`config.mk`:
```
export PLATFORM = sky130hd
export DESIGN_NAME = door_travel_plant_model_top
export DESIGN_NICKNAME = d
export VERILOG_FILES = /design/src/design/dtpm_pkg.sv /design/src/design/door_travel_plant_model_top.sv /design/src/design/dtpm_div.sv
export SDC_FILE = /design/constraint.sdc
export NUM_CORES = 1
export LEC_CHECK = 0
export ABC_CLOCK_PERIOD_IN_PS = 5490
export BUFFER_PORTS_ARGS = -buffer_cell sky130_fd_sc_hd__clkbuf_2
export CAP_MARGIN = 15
export CORE_MARGIN = 1.5
export CORE_UTILIZATION = 50
export CTS_CLUSTER_SIZE = 10
export DETAILED_ROUTE_END_ITERATION = 8
export PLACE_DENSITY = 0.68
export SETUP_SLACK_MARGIN = 0.4
export SLEW_MARGIN = 20
export SYNTH_ARGS = -nofsm -noshare
export SYNTH_HDL_FRONTEND = slang
export SYNTH_SLANG_ARGS = --single-unit
```
`constraint.sdc`:
```
create_clock -name clk -period 5.49 [get_ports clk]
set_input_delay 0 -clock clk [delete_from_list [all_inputs] [get_ports clk]]
set_output_delay 0 -clock clk [all_outputs]
set_load 0.05 [all_outputs]
```
`src/design/dtpm_pkg.sv`:
```
// Shared types, codes and widths for the door travel plant model.
`default_nettype none

package dtpm_pkg;

    localparam int ELAPSED_W   = 16;
    localparam int POS_W       = 7;
    localparam int TRAVEL_W    = 20;
    localparam int THR_W       = 6;
    localparam int CFG_IDX_W   = 2;
    localparam int PROD_W      = ELAPSED_W + POS_W;

    localparam int FULL_TRAVEL_DEF = 100;

    localparam logic [TRAVEL_W-1:0] TRAVEL_RST = TRAVEL_W'(10000);
    localparam logic [THR_W-1:0]    THR_RST    = THR_W'(5);

    // register indexes on the configuration port
    typedef enum logic [CFG_IDX_W-1:0] {
        REG_TRAVEL_TIME = 2'd0,
        REG_SIM_ENABLE  = 2'd1,
        REG_STUCK_MODE  = 2'd2,
        REG_HALL_THR    = 2'd3
    } cfg_idx_t;

    typedef enum logic [2:0] {
        DOOR_CLOSED  = 3'd0,
        DOOR_OPENING = 3'd1,
        DOOR_OPEN    = 3'd2,
        DOOR_CLOSING = 3'd3,
        DOOR_STOPPED = 3'd4
    } door_status_t;

    typedef enum logic [1:0] {
        DIR_STOP  = 2'd0,
        DIR_OPEN  = 2'd1,
        DIR_CLOSE = 2'd2,
        DIR_BRAKE = 2'd3
    } dir_t;

    typedef enum logic [1:0] {
        FSM_IDLE,
        FSM_DIV,
        FSM_COMMIT
    } fsm_t;

    // divider status towards the sequencer
    typedef struct packed {
        logic busy;
        logic last;
    } dtpm_div_stat_t;

    function automatic dir_t decode_dir(input logic p, input logic n);
        dir_t d;
        d = DIR_STOP;
        if (p && !n)
            d = DIR_OPEN;
        else if (!p && n)
            d = DIR_CLOSE;
        else if (p && n)
            d = DIR_BRAKE;
        return d;
    endfunction

endpackage

`default_nettype wire

```
`src/design/door_travel_plant_model_top.sv`:
```
// Door travel plant model: tick in, door position, state and hall levels out.
// Each accepted tick word is divided by the bit-serial divider (23 quotient bits), then
//   committed to the door state and the output word; no new tick word is accepted until
//   then, and a waiting result word does not block the next accept, only its commit.
// Reset (rst_n, asynchronous, active low): door closed at 0, registers to their defaults
//   (travel 10000 ms, simulation on, not stuck, hall margin 5).
`default_nettype none

module door_travel_plant_model_top #(
    parameter int FULL_TRAVEL = dtpm_pkg::FULL_TRAVEL_DEF
) (
    input  wire logic                            clk,
    input  wire logic                            rst_n,
    // configuration write channel
    input  wire logic                            cfg_valid,
    output logic                                 cfg_ready,
    input  wire logic [dtpm_pkg::CFG_IDX_W-1:0]  cfg_index,
    input  wire logic [dtpm_pkg::TRAVEL_W-1:0]   cfg_data,
    // tick words in
    input  wire logic                            in_valid,
    output logic                                 in_stall,
    input  wire logic [dtpm_pkg::ELAPSED_W-1:0]  elapsed_ms,
    input  wire logic                            motor_pos,
    input  wire logic                            motor_neg,
    // result words out
    output logic                                 out_valid,
    input  wire logic                            out_stall,
    output logic [dtpm_pkg::POS_W-1:0]           door_pct,
    output logic [2:0]                           door_status,
    output logic [1:0]                           drive_dir,
    output logic                                 hall_open,
    output logic                                 hall_close
);

    localparam int POS_W  = dtpm_pkg::POS_W;
    localparam int PROD_W = dtpm_pkg::PROD_W;
    localparam int TRV_W  = dtpm_pkg::TRAVEL_W;
    localparam int THR_W  = dtpm_pkg::THR_W;

    localparam logic [POS_W-1:0] FT_POS = POS_W'(FULL_TRAVEL);

    // configuration registers
    logic [TRV_W-1:0] travel_reg;
    logic             sim_en_reg;
    logic             stuck_reg;
    logic [THR_W-1:0] thr_reg;

    // door state
    logic [POS_W-1:0]       position_reg, position_next;
    dtpm_pkg::door_status_t state_reg, state_next;

    // sequencer
    dtpm_pkg::fsm_t fsm_reg, fsm_next;
    dtpm_pkg::dir_t dir_reg;
    logic           div_start;
    logic           commit;

    // output register
    logic                   out_valid_reg;
    logic [POS_W-1:0]       out_pos_reg;
    dtpm_pkg::door_status_t out_state_reg;
    dtpm_pkg::dir_t         out_dir_reg;
    logic                   out_hopen_reg;
    logic                   out_hclose_reg;

    // divider
    dtpm_pkg::dtpm_div_stat_t div_stat;
    logic [PROD_W-1:0]        quot;
    logic [PROD_W-1:0]        product;
    logic [TRV_W-1:0]         divisor;

    logic             out_free;
    logic [POS_W-1:0] room;
    logic             move_open;
    logic             move_close;
    logic             old_at_open;
    logic             old_at_close;
    logic             new_at_open;
    logic             new_at_close;

    // ---------------------------------------------------------------- config
    assign cfg_ready = 1'b1;

    always_ff @(posedge clk or negedge rst_n)
    begin
        if (!rst_n)
        begin
            travel_reg <= dtpm_pkg::TRAVEL_RST;
            sim_en_reg <= 1'b1;
            stuck_reg  <= 1'b0;
            thr_reg    <= dtpm_pkg::THR_RST;
        end
        else if (cfg_valid && cfg_ready)
        begin
            unique case (dtpm_pkg::cfg_idx_t'(cfg_index))
                dtpm_pkg::REG_TRAVEL_TIME: travel_reg <= cfg_data;
                dtpm_pkg::REG_SIM_ENABLE:  sim_en_reg <= cfg_data[0];
                dtpm_pkg::REG_STUCK_MODE:  stuck_reg  <= cfg_data[0];
                dtpm_pkg::REG_HALL_THR:    thr_reg    <= cfg_data[THR_W-1:0];
                default:                   ;
            endcase
        end
    end

    // ---------------------------------------------------------------- divider
    // Delta is floor(elapsed * full travel / travel time); a zero travel time acts as 1.
    assign product = PROD_W'(elapsed_ms) * PROD_W'(FULL_TRAVEL);
    assign divisor = (travel_reg == '0) ? TRV_W'(1) : travel_reg;

    dtpm_div #(
        .DIVIDEND_W (PROD_W),
        .DIVISOR_W  (TRV_W)
    ) u_div (
        .clk      (clk),
        .rst_n    (rst_n),
        .start    (div_start),
        .dividend (product),
        .divisor  (divisor),
        .stat     (div_stat),
        .quotient (quot)
    );

    // ---------------------------------------------------------------- sequencer
    assign out_free = !out_valid_reg || !out_stall;

    always_comb
    begin
        fsm_next = fsm_reg;
        unique case (fsm_reg)
            dtpm_pkg::FSM_IDLE:
                if (in_valid)
                    fsm_next = dtpm_pkg::FSM_DIV;
            dtpm_pkg::FSM_DIV:
                if (div_stat.last)
                    fsm_next = dtpm_pkg::FSM_COMMIT;
            dtpm_pkg::FSM_COMMIT:
                if (out_free)
                    fsm_next = dtpm_pkg::FSM_IDLE;
            default:
                fsm_next = dtpm_pkg::FSM_IDLE;
        endcase
    end

    always_comb
    begin
        in_stall  = 1'b1;
        div_start = 1'b0;
        commit    = 1'b0;
        unique case (fsm_reg)
            dtpm_pkg::FSM_IDLE:
            begin
                in_stall  = 1'b0;
                div_start = in_valid;
            end
            dtpm_pkg::FSM_DIV:
                ;
            dtpm_pkg::FSM_COMMIT:
                commit = out_free;
            default:
                ;
        endcase
    end

    always_ff @(posedge clk or negedge rst_n)
    begin
        if (!rst_n)
            fsm_reg <= dtpm_pkg::FSM_IDLE;
        else
            fsm_reg <= fsm_next;
    end

    // drive lines held for the commit
    always_ff @(posedge clk)
    begin
        if (div_start)
            dir_reg <= dtpm_pkg::decode_dir(motor_pos, motor_neg);
    end

    // ---------------------------------------------------------------- door update
    assign room       = FT_POS - position_reg;
    assign move_open  = sim_en_reg && (dir_reg == dtpm_pkg::DIR_OPEN) && (position_reg < FT_POS);
    assign move_close = sim_en_reg && (dir_reg == dtpm_pkg::DIR_CLOSE) && (position_reg != '0);

    // open mark is full travel - margin and may go negative: compare pos + margin instead
    assign old_at_open  = ({1'b0, position_reg} + (POS_W+1)'(thr_reg)) >= (POS_W+1)'(FT_POS);
    assign old_at_close = position_reg <= POS_W'(thr_reg);
    assign new_at_open  = ({1'b0, position_next} + (POS_W+1)'(thr_reg)) >= (POS_W+1)'(FT_POS);
    assign new_at_close = position_next <= POS_W'(thr_reg);

    always_comb
    begin
        position_next = position_reg;
        state_next    = state_reg;
        if (move_open)
        begin
            if (quot >= PROD_W'(room))
                position_next = FT_POS;
            else
                position_next = position_reg + quot[POS_W-1:0];
            state_next = (position_next == FT_POS) ? dtpm_pkg::DOOR_OPEN
                                                   : dtpm_pkg::DOOR_OPENING;
        end
        else if (move_close)
        begin
            if (quot >= PROD_W'(position_reg))
                position_next = '0;
            else
                position_next = position_reg - quot[POS_W-1:0];
            state_next = (position_next == '0) ? dtpm_pkg::DOOR_CLOSED
                                               : dtpm_pkg::DOOR_CLOSING;
        end
        else if (sim_en_reg && (dir_reg == dtpm_pkg::DIR_STOP
                                || dir_reg == dtpm_pkg::DIR_BRAKE))
        begin
            // motor halted: settle on the hall thresholds
            if (old_at_open)
                state_next = dtpm_pkg::DOOR_OPEN;
            else if (old_at_close)
                state_next = dtpm_pkg::DOOR_CLOSED;
            else if (state_reg == dtpm_pkg::DOOR_OPENING
                     || state_reg == dtpm_pkg::DOOR_CLOSING)
                state_next = dtpm_pkg::DOOR_STOPPED;
        end
    end

    always_ff @(posedge clk or negedge rst_n)
    begin
        if (!rst_n)
        begin
            position_reg <= '0;
            state_reg    <= dtpm_pkg::DOOR_CLOSED;
        end
        else if (commit)
        begin
            position_reg <= position_next;
            state_reg    <= state_next;
        end
    end

    // ---------------------------------------------------------------- output word
    always_ff @(posedge clk or negedge rst_n)
    begin
        if (!rst_n)
            out_valid_reg <= 1'b0;
        else if (commit)
            out_valid_reg <= 1'b1;
        else if (!out_stall)
            out_valid_reg <= 1'b0;
    end

    always_ff @(posedge clk)
    begin
        if (commit)
        begin
            out_pos_reg    <= position_next;
            out_state_reg  <= state_next;
            out_dir_reg    <= dir_reg;
            out_hopen_reg  <= !stuck_reg && new_at_open;
            out_hclose_reg <= !stuck_reg && new_at_close;
        end
    end

    assign out_valid   = out_valid_reg;
    assign door_pct    = out_pos_reg;
    assign door_status = out_state_reg;
    assign drive_dir   = out_dir_reg;
    assign hall_open   = out_hopen_reg;
    assign hall_close  = out_hclose_reg;

endmodule

`default_nettype wire

```
`src/design/dtpm_div.sv`:
```
// Bit-serial restoring divider, one quotient bit per cycle.
`default_nettype none

module dtpm_div #(
    parameter int DIVIDEND_W = dtpm_pkg::PROD_W,
    parameter int DIVISOR_W  = dtpm_pkg::TRAVEL_W
) (
    input  wire logic                  clk,
    input  wire logic                  rst_n,
    input  wire logic                  start,
    input  wire logic [DIVIDEND_W-1:0] dividend,
    input  wire logic [DIVISOR_W-1:0]  divisor,
    output dtpm_pkg::dtpm_div_stat_t   stat,
    output logic      [DIVIDEND_W-1:0] quotient
);

    localparam int CNT_W = $clog2(DIVIDEND_W + 1);

    logic [CNT_W-1:0]      cnt_reg, cnt_next;
    logic [DIVIDEND_W-1:0] dvd_reg, dvd_next;
    logic [DIVISOR_W-1:0]  rem_reg, rem_next;
    logic [DIVISOR_W-1:0]  dsr_reg, dsr_next;
    logic [DIVISOR_W:0]    trial;
    logic [DIVISOR_W:0]    diff;
    logic                  qbit;

    // dividend shifts out at the top while quotient bits shift in at the bottom
    always_comb
    begin
        trial    = {rem_reg, dvd_reg[DIVIDEND_W-1]};
        diff     = trial - {1'b0, dsr_reg};
        qbit     = (trial >= {1'b0, dsr_reg});
        cnt_next = cnt_reg;
        dvd_next = dvd_reg;
        rem_next = rem_reg;
        dsr_next = dsr_reg;
        if (start)
        begin
            cnt_next = CNT_W'(DIVIDEND_W);
            dvd_next = dividend;
            rem_next = '0;
            dsr_next = divisor;
        end
        else if (cnt_reg != '0)
        begin
            cnt_next = cnt_reg - CNT_W'(1);
            dvd_next = {dvd_reg[DIVIDEND_W-2:0], qbit};
            rem_next = qbit ? diff[DIVISOR_W-1:0] : trial[DIVISOR_W-1:0];
        end
    end

    always_ff @(posedge clk or negedge rst_n)
    begin
        if (!rst_n)
            cnt_reg <= '0;
        else
            cnt_reg <= cnt_next;
    end

    always_ff @(posedge clk)
    begin
        dvd_reg <= dvd_next;
        rem_reg <= rem_next;
        dsr_reg <= dsr_next;
    end

    assign stat.busy = (cnt_reg != '0);
    assign stat.last = (cnt_reg == CNT_W'(1));
    assign quotient  = dvd_reg;

endmodule

`default_nettype wire

```
==> results.sh, run 1 <==
export IMPL_port_buffers=60
export IMPL_crit_fanout=10
export IMPL_synth_distinct_cells=73
export IMPL_clock_latency_ps=420
export IMPL_dp_cells=1351
export IMPL_gp_congestion=0.880
export IMPL_ctsResizeCount=0
export IMPL_max_slew_margin_rel_pct=42.3
export IMPL_antenna_left=0
export IMPL_cts_path_max_buffers=2
export IMPL_areaGrowthSynthToFinish_pct=14.8
export IMPL_avgSynthCellArea_um2=9.12
export IMPL_ys_seq_area_share_pct=33.9
export IMPL_wl_per_cell_um=16.0
export IMPL_die_area_um2=20400
export IMPL_ys_ff_latch=125
export IMPL_critPathMostFrequentCell="ha_1"
export IMPL_syn_inst=1071
export IMPL_nFillCells=1649
export IMPL_total_power_mw=5.18
export IMPL_synthFlopType="edfxtp_1"
export IMPL_grt_pass1_vias=7514
export IMPL_antenna_found_initial=0
export IMPL_p_per_area_nw_per_um2=462
export IMPL_setup_ws_ps=788
export IMPL_largest_register_ffs=23
export IMPL_final_core_util_pct=59.1
export IMPL_ir_drop_mv=0.258
export IMPL_layout_commonest_cell="inv_1"
export IMPL_grt_max_degree=49
export IMPL_async_flop_share_pct=36.8
export IMPL_arrival_ps=4870
export IMPL_layout_common_cells="136 x inv_1, 128 x ha_1, 88 x nand2_1"
export IMPL_tightest_slew_ps=865
export IMPL_start_util_pct=51.5
export IMPL_via_count=7871
export IMPL_cpLargestDelayFamily="compound AO/OA/AOI/OAI gates"
export IMPL_critical_path_endpoint_type="flip-flop"
export IMPL_crit_type="flip-flop to flip-flop"
export IMPL_synth_fp_nets=1260
export IMPL_htreeDepth=4
export IMPL_cts_clk_slew_worst_paths_ps=60
export IMPL_grtUsageTotal_pct=23.1
export IMPL_synth_area_um2=9770
export IMPL_final_cell_count_no_fill=1413
export IMPL_drc=0
export IMPL_preCtsSetupSlack_ps=832
export IMPL_status="complete, no violations"
export IMPL_rows=50
export IMPL_drive_above_1_share_pct=13.4
export IMPL_cap_violations=0
export IMPL_path_cells="inv_1, ha_1, nor2_1, o31ai_1, xnor2_1, ha_1, a211o_1, a311o_1, o21ai_0, ha_1, nor3b_1, o22ai_1, and3_1, o2bb2ai_1, a22oi_1, o21ai_0, mux2i_1, nor2_1"
export IMPL_fin_tns_setup_ps=0
export IMPL_cts_buffers=17
export IMPL_fin_crit_ps=4700
export IMPL_setup_violations=0
export IMPL_nNetsFinal=1329
export IMPL_finalMaxSlewViolations=0
export IMPL_crit_required_ps=5660
export IMPL_clock_sinks=125
export IMPL_drt_total_wl_um=22500
export IMPL_via_per_inst=5.57
export IMPL_final_setup_skew_ps=5.38
export IMPL_cts_setup_buffers=0
export IMPL_grt_pass1_wl_um=37000
export IMPL_finalHoldViolCount=0
export IMPL_leakagePower_nw=5.14
export IMPL_diodes=0
export IMPL_slowest_stage="dfrtp_1"
export IMPL_min_path_type="input pin to flip-flop"
export IMPL_overflow=0
export IMPL_cp_num_buf_inv=1
export IMPL_cts_root_buf="clkbuf_16"
export IMPL_drt_iter0_drc=427
export IMPL_dieWidth_um=143
export IMPL_num_io_pins=62
export IMPL_coreArea_um2=19000
export IMPL_fmax_mhz=213
export IMPL_max_stage_delay_ps=560
export IMPL_fin_crit_sh_pct=85.6
export IMPL_rrSetupSlack_ps=790
export IMPL_cts_hold_buf=30
export IMPL_rsz0062_at_grt="no"
export IMPL_crit_path_start_kind="flip-flop"
export IMPL_hpwlAfterDp_um=16800
export IMPL_synth_edf_count=57
export IMPL_die_h_um=143
export IMPL_cts_tree="built"
export IMPL_dr_pass1_iters=5
export IMPL_synth_warning_count=0
## cells by family after synthesis
family	count (synthesis)	synth area share, %
AOI/OAI and AO/OA	260	17.2
xor gates and xnor gates	36	3.23
adders and majority gates	144	19.7
buffers and inverters	184	7.24
DFF	125	33.9
muxes	40	4.54
other	1	0.0384
and+or+nand+nor	281	14.2
## path summary, 6_finish.rpt
| kind | startpoint | endpoint | depth (start not counted) |
|---|---|---|---|
| max in group asynchronous | rst_n | travel_reg[14] | 3 |
| worst min-delay path | cfg_valid | stuck_reg | 4 |
| min in group asynchronous | rst_n | out_valid | 3 |
| worst max register to register | position_reg[1] | hall_open | 18 |
| worst max-delay path | position_reg[1] | hall_open | 18 |
| worst min register to register | u_div.rem_reg[14] | u_div.rem_reg[15] | 2 |
## final cells by class
type	count	area [um^2]	area share, %
clock buffers	17	425	3.79
clock inverters	15	233	2.08
inverters	138	518	4.62
multi-input cells	762	5750	51.3
flip-flops and latches	125	3310	29.6
well taps	260	325	2.90
repair buffers	96	646	5.76
## worst register-to-register path: cells and delay by family, from the launching register on
family | cells | cell delay (ps)
flops | 1 | 560
simple gates | 4 | 600
buf+inv | 1 | 180
xor+xnor | 1 | 160
compound gates | 8 | 1820
mux | 1 | 140
fa+ha+maj | 3 | 980
## cells in the mapped netlist (5+ instances only)
cell type | instances | area (um^2)
inv_1 | 136 | 510
ha_1 | 128 | 1600
nand2_1 | 88 | 330
o21ai_0 | 72 | 360
a21oi_1 | 59 | 295
edfxtp_1 | 57 | 1710
nor2_1 | 55 | 206
clkbuf_1 | 41 | 154
dfrtp_1 | 38 | 951
mux2_2 | 34 | 383
xnor2_1 | 25 | 219
nor3_1 | 24 | 120
dfxtp_1 | 22 | 440
nand3_1 | 20 | 100
a31oi_1 | 18 | 113
nand2b_1 | 17 | 106
fa_1 | 16 | 320
nor2b_1 | 15 | 93.8
nor4_1 | 12 | 75.1
nand4_1 | 11 | 68.8
xor2_1 | 11 | 96.3
o21bai_1 | 10 | 75.1
or3_1 | 10 | 62.6
o31ai_1 | 9 | 67.6
dfstp_2 | 8 | 210
a211o_1 | 7 | 61.3
a211oi_1 | 7 | 52.6
and2_1 | 7 | 43.8
o21a_1 | 7 | 52.6
mux2i_1 | 6 | 60.1
o211ai_1 | 6 | 45.0
o22ai_1 | 6 | 37.5
a21o_1 | 5 | 37.5
nor3b_1 | 5 | 37.5
or2_2 | 5 | 31.3
## through the flow
step,hold slack [ps],area (um^2)
finish,22.1,11200
global route,33.8,11200
CTS,9.20,11200
detailed placement,151,10300
global placement,145,10300
floorplan,-296,9770
## power by group
| part | switching [mW] | total (mW) | leakage (nW) | internal [mW] |
|---|---|---|---|---|
| combinational | 1.37 | 2.37 | 3.53 | 1.00 |
| clock | 0.447 | 1.26 | 0.325 | 0.814 |
| sequential | 0.235 | 1.55 | 1.29 | 1.31 |
| total | 2.05 | 5.18 | 5.14 | 3.13 |
## layer usage
metal  global-route usage, %  vias up  part of all wire [%]
li1                        -     3925                     -
met1                    31.4     3764                    48
met2                    38.7      167                    47
met3                    3.59       15                   3.7
met4                    5.64        0                   1.0
met5                       0        -                     0
No activity file was read; power rests on OpenSTA's default activity.
==> run 2: changes to the inputs <==
--- a/config.mk
+++ b/config.mk
@@ -8,12 +8,11 @@
 export ABC_CLOCK_PERIOD_IN_PS = 5490
 export BUFFER_PORTS_ARGS = -buffer_cell sky130_fd_sc_hd__clkbuf_2
 export CAP_MARGIN = 15
-export CORE_MARGIN = 1.5
+export CORE_MARGIN = 10
 export CORE_UTILIZATION = 50
 export CTS_CLUSTER_SIZE = 10
 export DETAILED_ROUTE_END_ITERATION = 8
 export PLACE_DENSITY = 0.68
-export SETUP_SLACK_MARGIN = 0.4
 export SLEW_MARGIN = 20
 export SYNTH_ARGS = -nofsm -noshare
 export SYNTH_HDL_FRONTEND = slang
==> constraint.sdc (replaced) <==
create_clock -name clk -period 5.49 [get_ports clk]
set_input_delay 1.098 -clock clk [delete_from_list [all_inputs] [get_ports clk]]
set_output_delay 1.098 -clock clk [all_outputs]
set_load 0.05 [all_outputs]
==> results.sh, run 2 (synthesis gave the netlist of run 1 again) <==
export IMPL_cts_clk_slew_worst_paths_ps=60
export IMPL_drc=0
export IMPL_dp_cells=1356
export IMPL_cts_hold_buf=0
export IMPL_antenna_left=0
export IMPL_crit_required_ps=5660
export IMPL_drt_total_wl_um=22700
export IMPL_cts_buffers=17
export IMPL_rows=51
export IMPL_hpwlAfterDp_um=17700
export IMPL_multi_input_area_um2=5750
export IMPL_dieWidth_um=160
export IMPL_finalMaxSlewViolations=0
export IMPL_areaGrowthSynthToFinish_pct=10.7
export IMPL_min_path_type="flip-flop to flip-flop"
export IMPL_final_setup_skew_ps=9.45
export IMPL_clock_sinks=125
export IMPL_gp_congestion=0.919
export IMPL_via_count=7811
export IMPL_nNetsFinal=1299
export IMPL_grt_max_degree=50
export IMPL_finalHoldViolCount=0
export IMPL_fin_tns_setup_ps=0
export IMPL_fin_crit_ps=4710
export IMPL_hold_start="u_div.rem_reg[1]"
export IMPL_coreArea_um2=19300
export IMPL_crit_type="flip-flop to flip-flop"
export IMPL_tightest_slew_ps=854
export IMPL_ir_drop_mv=0.242
export IMPL_nFillCells=1701
export IMPL_p_per_area_nw_per_um2=456
export IMPL_grt_pass1_wl_um=37900
export IMPL_antenna_found_initial=0
export IMPL_preCtsSetupSlack_ps=814
export IMPL_htreeDepth=4
export IMPL_seq_power_share_pct=31.5
export IMPL_status="complete, no violations"
export IMPL_die_h_um=160
export IMPL_diodes=0
export IMPL_seq_area_um2=3310
export IMPL_critical_path_endpoint_type="flip-flop"
export IMPL_r2r_start="position_reg[1]"
export IMPL_fin_crit_sh_pct=85.7
export IMPL_cts_tree="built"
export IMPL_final_cell_count_no_fill=1388
export IMPL_grtUsageTotal_pct=17.8
export IMPL_setup_violations=0
export IMPL_ctsResizeCount=0
export IMPL_clock_latency_ps=420
export IMPL_dr_pass1_iters=5
export IMPL_overflow=0
export IMPL_num_io_pins=62
export IMPL_layout_common_cells="136 x inv_1, 128 x ha_1, 88 x nand2_1"
export IMPL_drive_above_1_share_pct=13.7
export IMPL_cap_violations=0
export IMPL_grt_pass1_vias=7669
export IMPL_setup_ws_ps=783
export IMPL_cts_setup_buffers=0
export IMPL_switchingPower_mw=2.01
export IMPL_fmax_mhz=212
export IMPL_via_per_inst=5.63
export IMPL_p_clk_share_pct=21.1
export IMPL_largest_register_ffs=23
export IMPL_comb_power_share_pct=47.4
export IMPL_start_util_pct=50.5
export IMPL_p_sw_share_pct=40.8
export IMPL_max_slew_margin_rel_pct=42.9
export IMPL_crit_path_start_kind="flip-flop"
export IMPL_critPathLaunch="position_reg[1]"
export IMPL_crit_fanout=10
export IMPL_p_int_mw=2.92
export IMPL_cts_path_max_buffers=2
export IMPL_wl_per_cell_um=16.4
export IMPL_rsz0062_at_grt="no"
export IMPL_die_area_um2=25500
export IMPL_port_buffers=60
export IMPL_cts_root_buf="clkbuf_16"
export IMPL_layout_commonest_cell="inv_1"
export IMPL_arrival_ps=4880
export IMPL_leakagePower_nw=4.96
export IMPL_drt_iter0_drc=562
## run 2: changes by cell type in the layout (fill, tap and decap cells not counted), sizes merged
| cell | previous run | this run |
|---|---|---|
| bufinv | 5 | 0 |
| clkinvlp | 0 | 3 |
| dlygate4sd3 | 30 | 0 |
| clkbuf | 77 | 80 |
| inv | 143 | 141 |
| clkinv | 5 | 6 |
## run 2: worst paths after layout
kind | end | slack, ps | cells past startpoint
max | hall_open | 780 | 18
min | u_div.rem_reg[1] | 480 | 2
max reg2reg | hall_open | 780 | 18
min reg2reg | u_div.rem_reg[1] | 480 | 2
max in group asynchronous | travel_reg[11] | 4280 | 2
min in group asynchronous | position_reg[5] | 780 | 2
## run 2: per-stage QoR
step	power (mW)	util [%]	area (um^2)	hold slack [ps]
final	4.93	55.9	10800	482
after global routing	5.36	55.9	10800	488
after CTS	4.94	55.9	10800	481
after detailed placement	3.89	53.1	10300	473
after global placement	3.84	53.1	10300	465
after floorplan	3.36	-	9770	447
## run 2: worst max-delay path, stage by stage (launching register included)
cell       delay [ps]
dfrtp_1           590
inv_1             190
ha_1              290
nor2_1            160
o31ai_1           100
xnor2_1           160
ha_1              320
a211o_1           280
a311o_1           430
o21ai_0           500
ha_1              370
nor3b_1           160
o22ai_1           150
and3_1            230
o2bb2ai_1          90
a22oi_1           170
o21ai_0            90
mux2i_1           140
nor2_1             50
## run 2: cell type report
type / instances / share of cell area (%)
multi-input cells: 762 / 53.2
inverters: 138 / 4.79
flip-flops and latches: 125 / 30.6
well taps: 265 / 3.07
repair buffers: 66 / 3.19
clock inverters: 12 / 0.787
clock buffers: 20 / 4.33
## run 2: layer usage
layer,up-vias,track usage [%],wire length (um)
met5,-,0,0
met3,26,3.65,1220
li1,3879,-,-
met1,3714,23.8,11000
met4,0,5.60,377
met2,192,28.1,10100
## run 2: power groups by stage
stage	Sequential, mW	Clock, mW	Combinational (mW)
finish	1.55	1.04	2.34
global route	1.59	1.10	2.67
CTS	1.55	1.06	2.34
detailed placement	1.56	0	2.32
global placement	1.56	0	2.29
floorplan	1.48	0	1.88
==> run 3: changes to the inputs <==
--- a/config.mk
+++ b/config.mk
@@ -13,6 +13,7 @@
 export CTS_CLUSTER_SIZE = 10
 export DETAILED_ROUTE_END_ITERATION = 8
 export PLACE_DENSITY = 0.68
+export RECOVER_POWER = 50
 export SLEW_MARGIN = 20
 export SYNTH_ARGS = -nofsm -noshare
 export SYNTH_HDL_FRONTEND = slang
==> results.sh, run 3 (synthesis gave the netlist of run 1 again) <==
export IMPL_dp_cells=1356
export IMPL_r2r_cells=18
export IMPL_crit_required_ps=5670
export IMPL_crit_type="flip-flop to flip-flop"
export IMPL_via_count=7819
export IMPL_overflow=0
export IMPL_critPathLaunch="position_reg[1]"
export IMPL_finalMaxSlewViolations=94
export IMPL_arrival_ps=4890
export IMPL_min_path_type="flip-flop to flip-flop"
export IMPL_final_setup_skew_ps=9.73
export IMPL_rows=51
export IMPL_switchingPower_mw=2.02
export IMPL_finalHoldViolCount=0
export IMPL_nNetsFinal=1299
export IMPL_total_power_mw=4.93
export IMPL_coreArea_um2=19300
export IMPL_port_buffers=60
export IMPL_p_sw_share_pct=40.9
export IMPL_drt_total_wl_um=22800
export IMPL_drt_iter0_drc=537
export IMPL_fmax_mhz=212
export IMPL_antenna_found_initial=0
export IMPL_layout_common_cells="137 x inv_1, 128 x ha_1, 88 x nand2_1"
export IMPL_cts_path_max_buffers=2
export IMPL_endpoint="hall_open"
export IMPL_drive_above_1_share_pct=12.2
export IMPL_cap_violations=2
export IMPL_crit_path_start_kind="flip-flop"
export IMPL_drc=0
export IMPL_p_per_area_nw_per_um2=457
export IMPL_grtUsageTotal_pct=17.8
export IMPL_die_area_um2=25500
export IMPL_fin_crit_ps=4710
export IMPL_cts_root_buf="clkbuf_16"
export IMPL_layout_commonest_cell="inv_1"
export IMPL_crit_fanout=10
export IMPL_diodes=0
export IMPL_areaGrowthSynthToFinish_pct=10.5
export IMPL_cts_tree="built"
export IMPL_htreeDepth=4
export IMPL_leakagePower_nw=4.92
export IMPL_num_io_pins=62
export IMPL_tightest_slew_ps=2650
export IMPL_cts_setup_buffers=0
export IMPL_setup_violations=0
export IMPL_comb_power_share_pct=47.4
export IMPL_clock_latency_ps=420
export IMPL_fin_crit_sh_pct=85.8
export IMPL_cts_hold_buf=0
export IMPL_reg2reg_to="hall_open"
export IMPL_grt_max_degree=50
export IMPL_final_cell_count_no_fill=1388
export IMPL_ir_drop_mv=0.243
export IMPL_antenna_left=0
export IMPL_dr_pass1_iters=5
export IMPL_clock_sinks=125
export IMPL_wl_per_cell_um=16.4
export IMPL_largest_register_ffs=23
export IMPL_start_util_pct=50.5
export IMPL_hpwlAfterDp_um=17700
export IMPL_r2r_start="position_reg[1]"
export IMPL_rsz0062_at_grt="no"
export IMPL_p_clk_share_pct=21.2
export IMPL_die_h_um=160
export IMPL_grt_pass1_vias=7669
export IMPL_cts_clk_slew_worst_paths_ps=60
export IMPL_grt_pass1_wl_um=37900
export IMPL_via_per_inst=5.63
export IMPL_critical_path_endpoint_type="flip-flop"
export IMPL_status="finished, violations left"
export IMPL_rrSetupSlack_ps=780
export IMPL_gp_congestion=0.919
export IMPL_dieWidth_um=160
export IMPL_max_slew_margin_rel_pct=-76.6
export IMPL_ctsResizeCount=0
export IMPL_fin_tns_setup_ps=0
export IMPL_cts_buffers=17
export IMPL_seq_power_share_pct=31.4
export IMPL_violations="max-capacitance violations, max-slew violations"
export IMPL_p_int_mw=2.92
[run 3: cell types whose count changed in the layout (fill, tap and decap cells not counted), moves of 3 or more]
| cell | change |
|---|---|
| clkbuf_1 | +10 |
| dfstp_1 | +5 |
| dfstp_2 | -5 |
| clkbuf_2 | -7 |
| buf_4 | -3 |
[run 3: power groups by stage]
stage	registers (mW)	clock network [mW]	logic (mW)
after global placement	1.56	0	2.29
after global routing	1.59	1.10	2.67
after CTS	1.55	1.06	2.34
final	1.55	1.04	2.34
after floorplan	1.48	0	1.88
after detailed placement	1.56	0	2.32
[run 3: final cells by class]
cell class	count	area, um^2
Tap cell	265	332
Sequential cell	125	3310
Inverter	138	518
Multi-Input combinational cell	762	5750
Clock inverter	12	85.1
Timing Repair Buffer	66	325
Fill cell	1710	8550
Clock buffer	20	468
[run 3: through the flow]
step                      setup WS (ps)  util [%]  instance area [um^2]  hold WS (ps)
after floorplan                    1380         -                  9770           447
after global placement              929      53.1                 10300           465
after detailed placement            814      53.1                 10300           473
after CTS                           795      55.9                 10800           481
after global routing                447      55.8                 10800           488
final                               778      55.8                 10800           482
[run 3: worst min-delay path by stage]
stage                                 from  cells after the start                 to
after floorplan                 fsm_reg[1]                      1         fsm_reg[0]
after global placement      travel_reg[18]                      0  u_div.dsr_reg[18]
after detailed placement    travel_reg[14]                      0  u_div.dsr_reg[14]
after CTS                   travel_reg[14]                      0  u_div.dsr_reg[14]
after global routing        travel_reg[15]                      0  u_div.dsr_reg[15]
final                     u_div.rem_reg[1]                      2   u_div.rem_reg[1]
[run 3: worst max-delay path: stages, from the launching register on]
cell and delay (ps):
dfrtp_1 590, inv_1 190, ha_1 290, nor2_1 160, o31ai_1 100, xnor2_1 160
ha_1 320, a211o_1 280, a311o_1 430, o21ai_0 500, ha_1 370, nor3b_1 160
o22ai_1 150, and3_1 230, o2bb2ai_1 90, a22oi_1 170, o21ai_0 90, mux2i_1 140
nor2_1 50
[run 3: per-layer routing]
layer	wire (um)	share of wire (%)	global-route usage, %
met5	0	0	0
met2	10100	44	28.1
met3	1280	5.6	3.65
met1	11000	48	23.8
met4	403	1.8	5.60
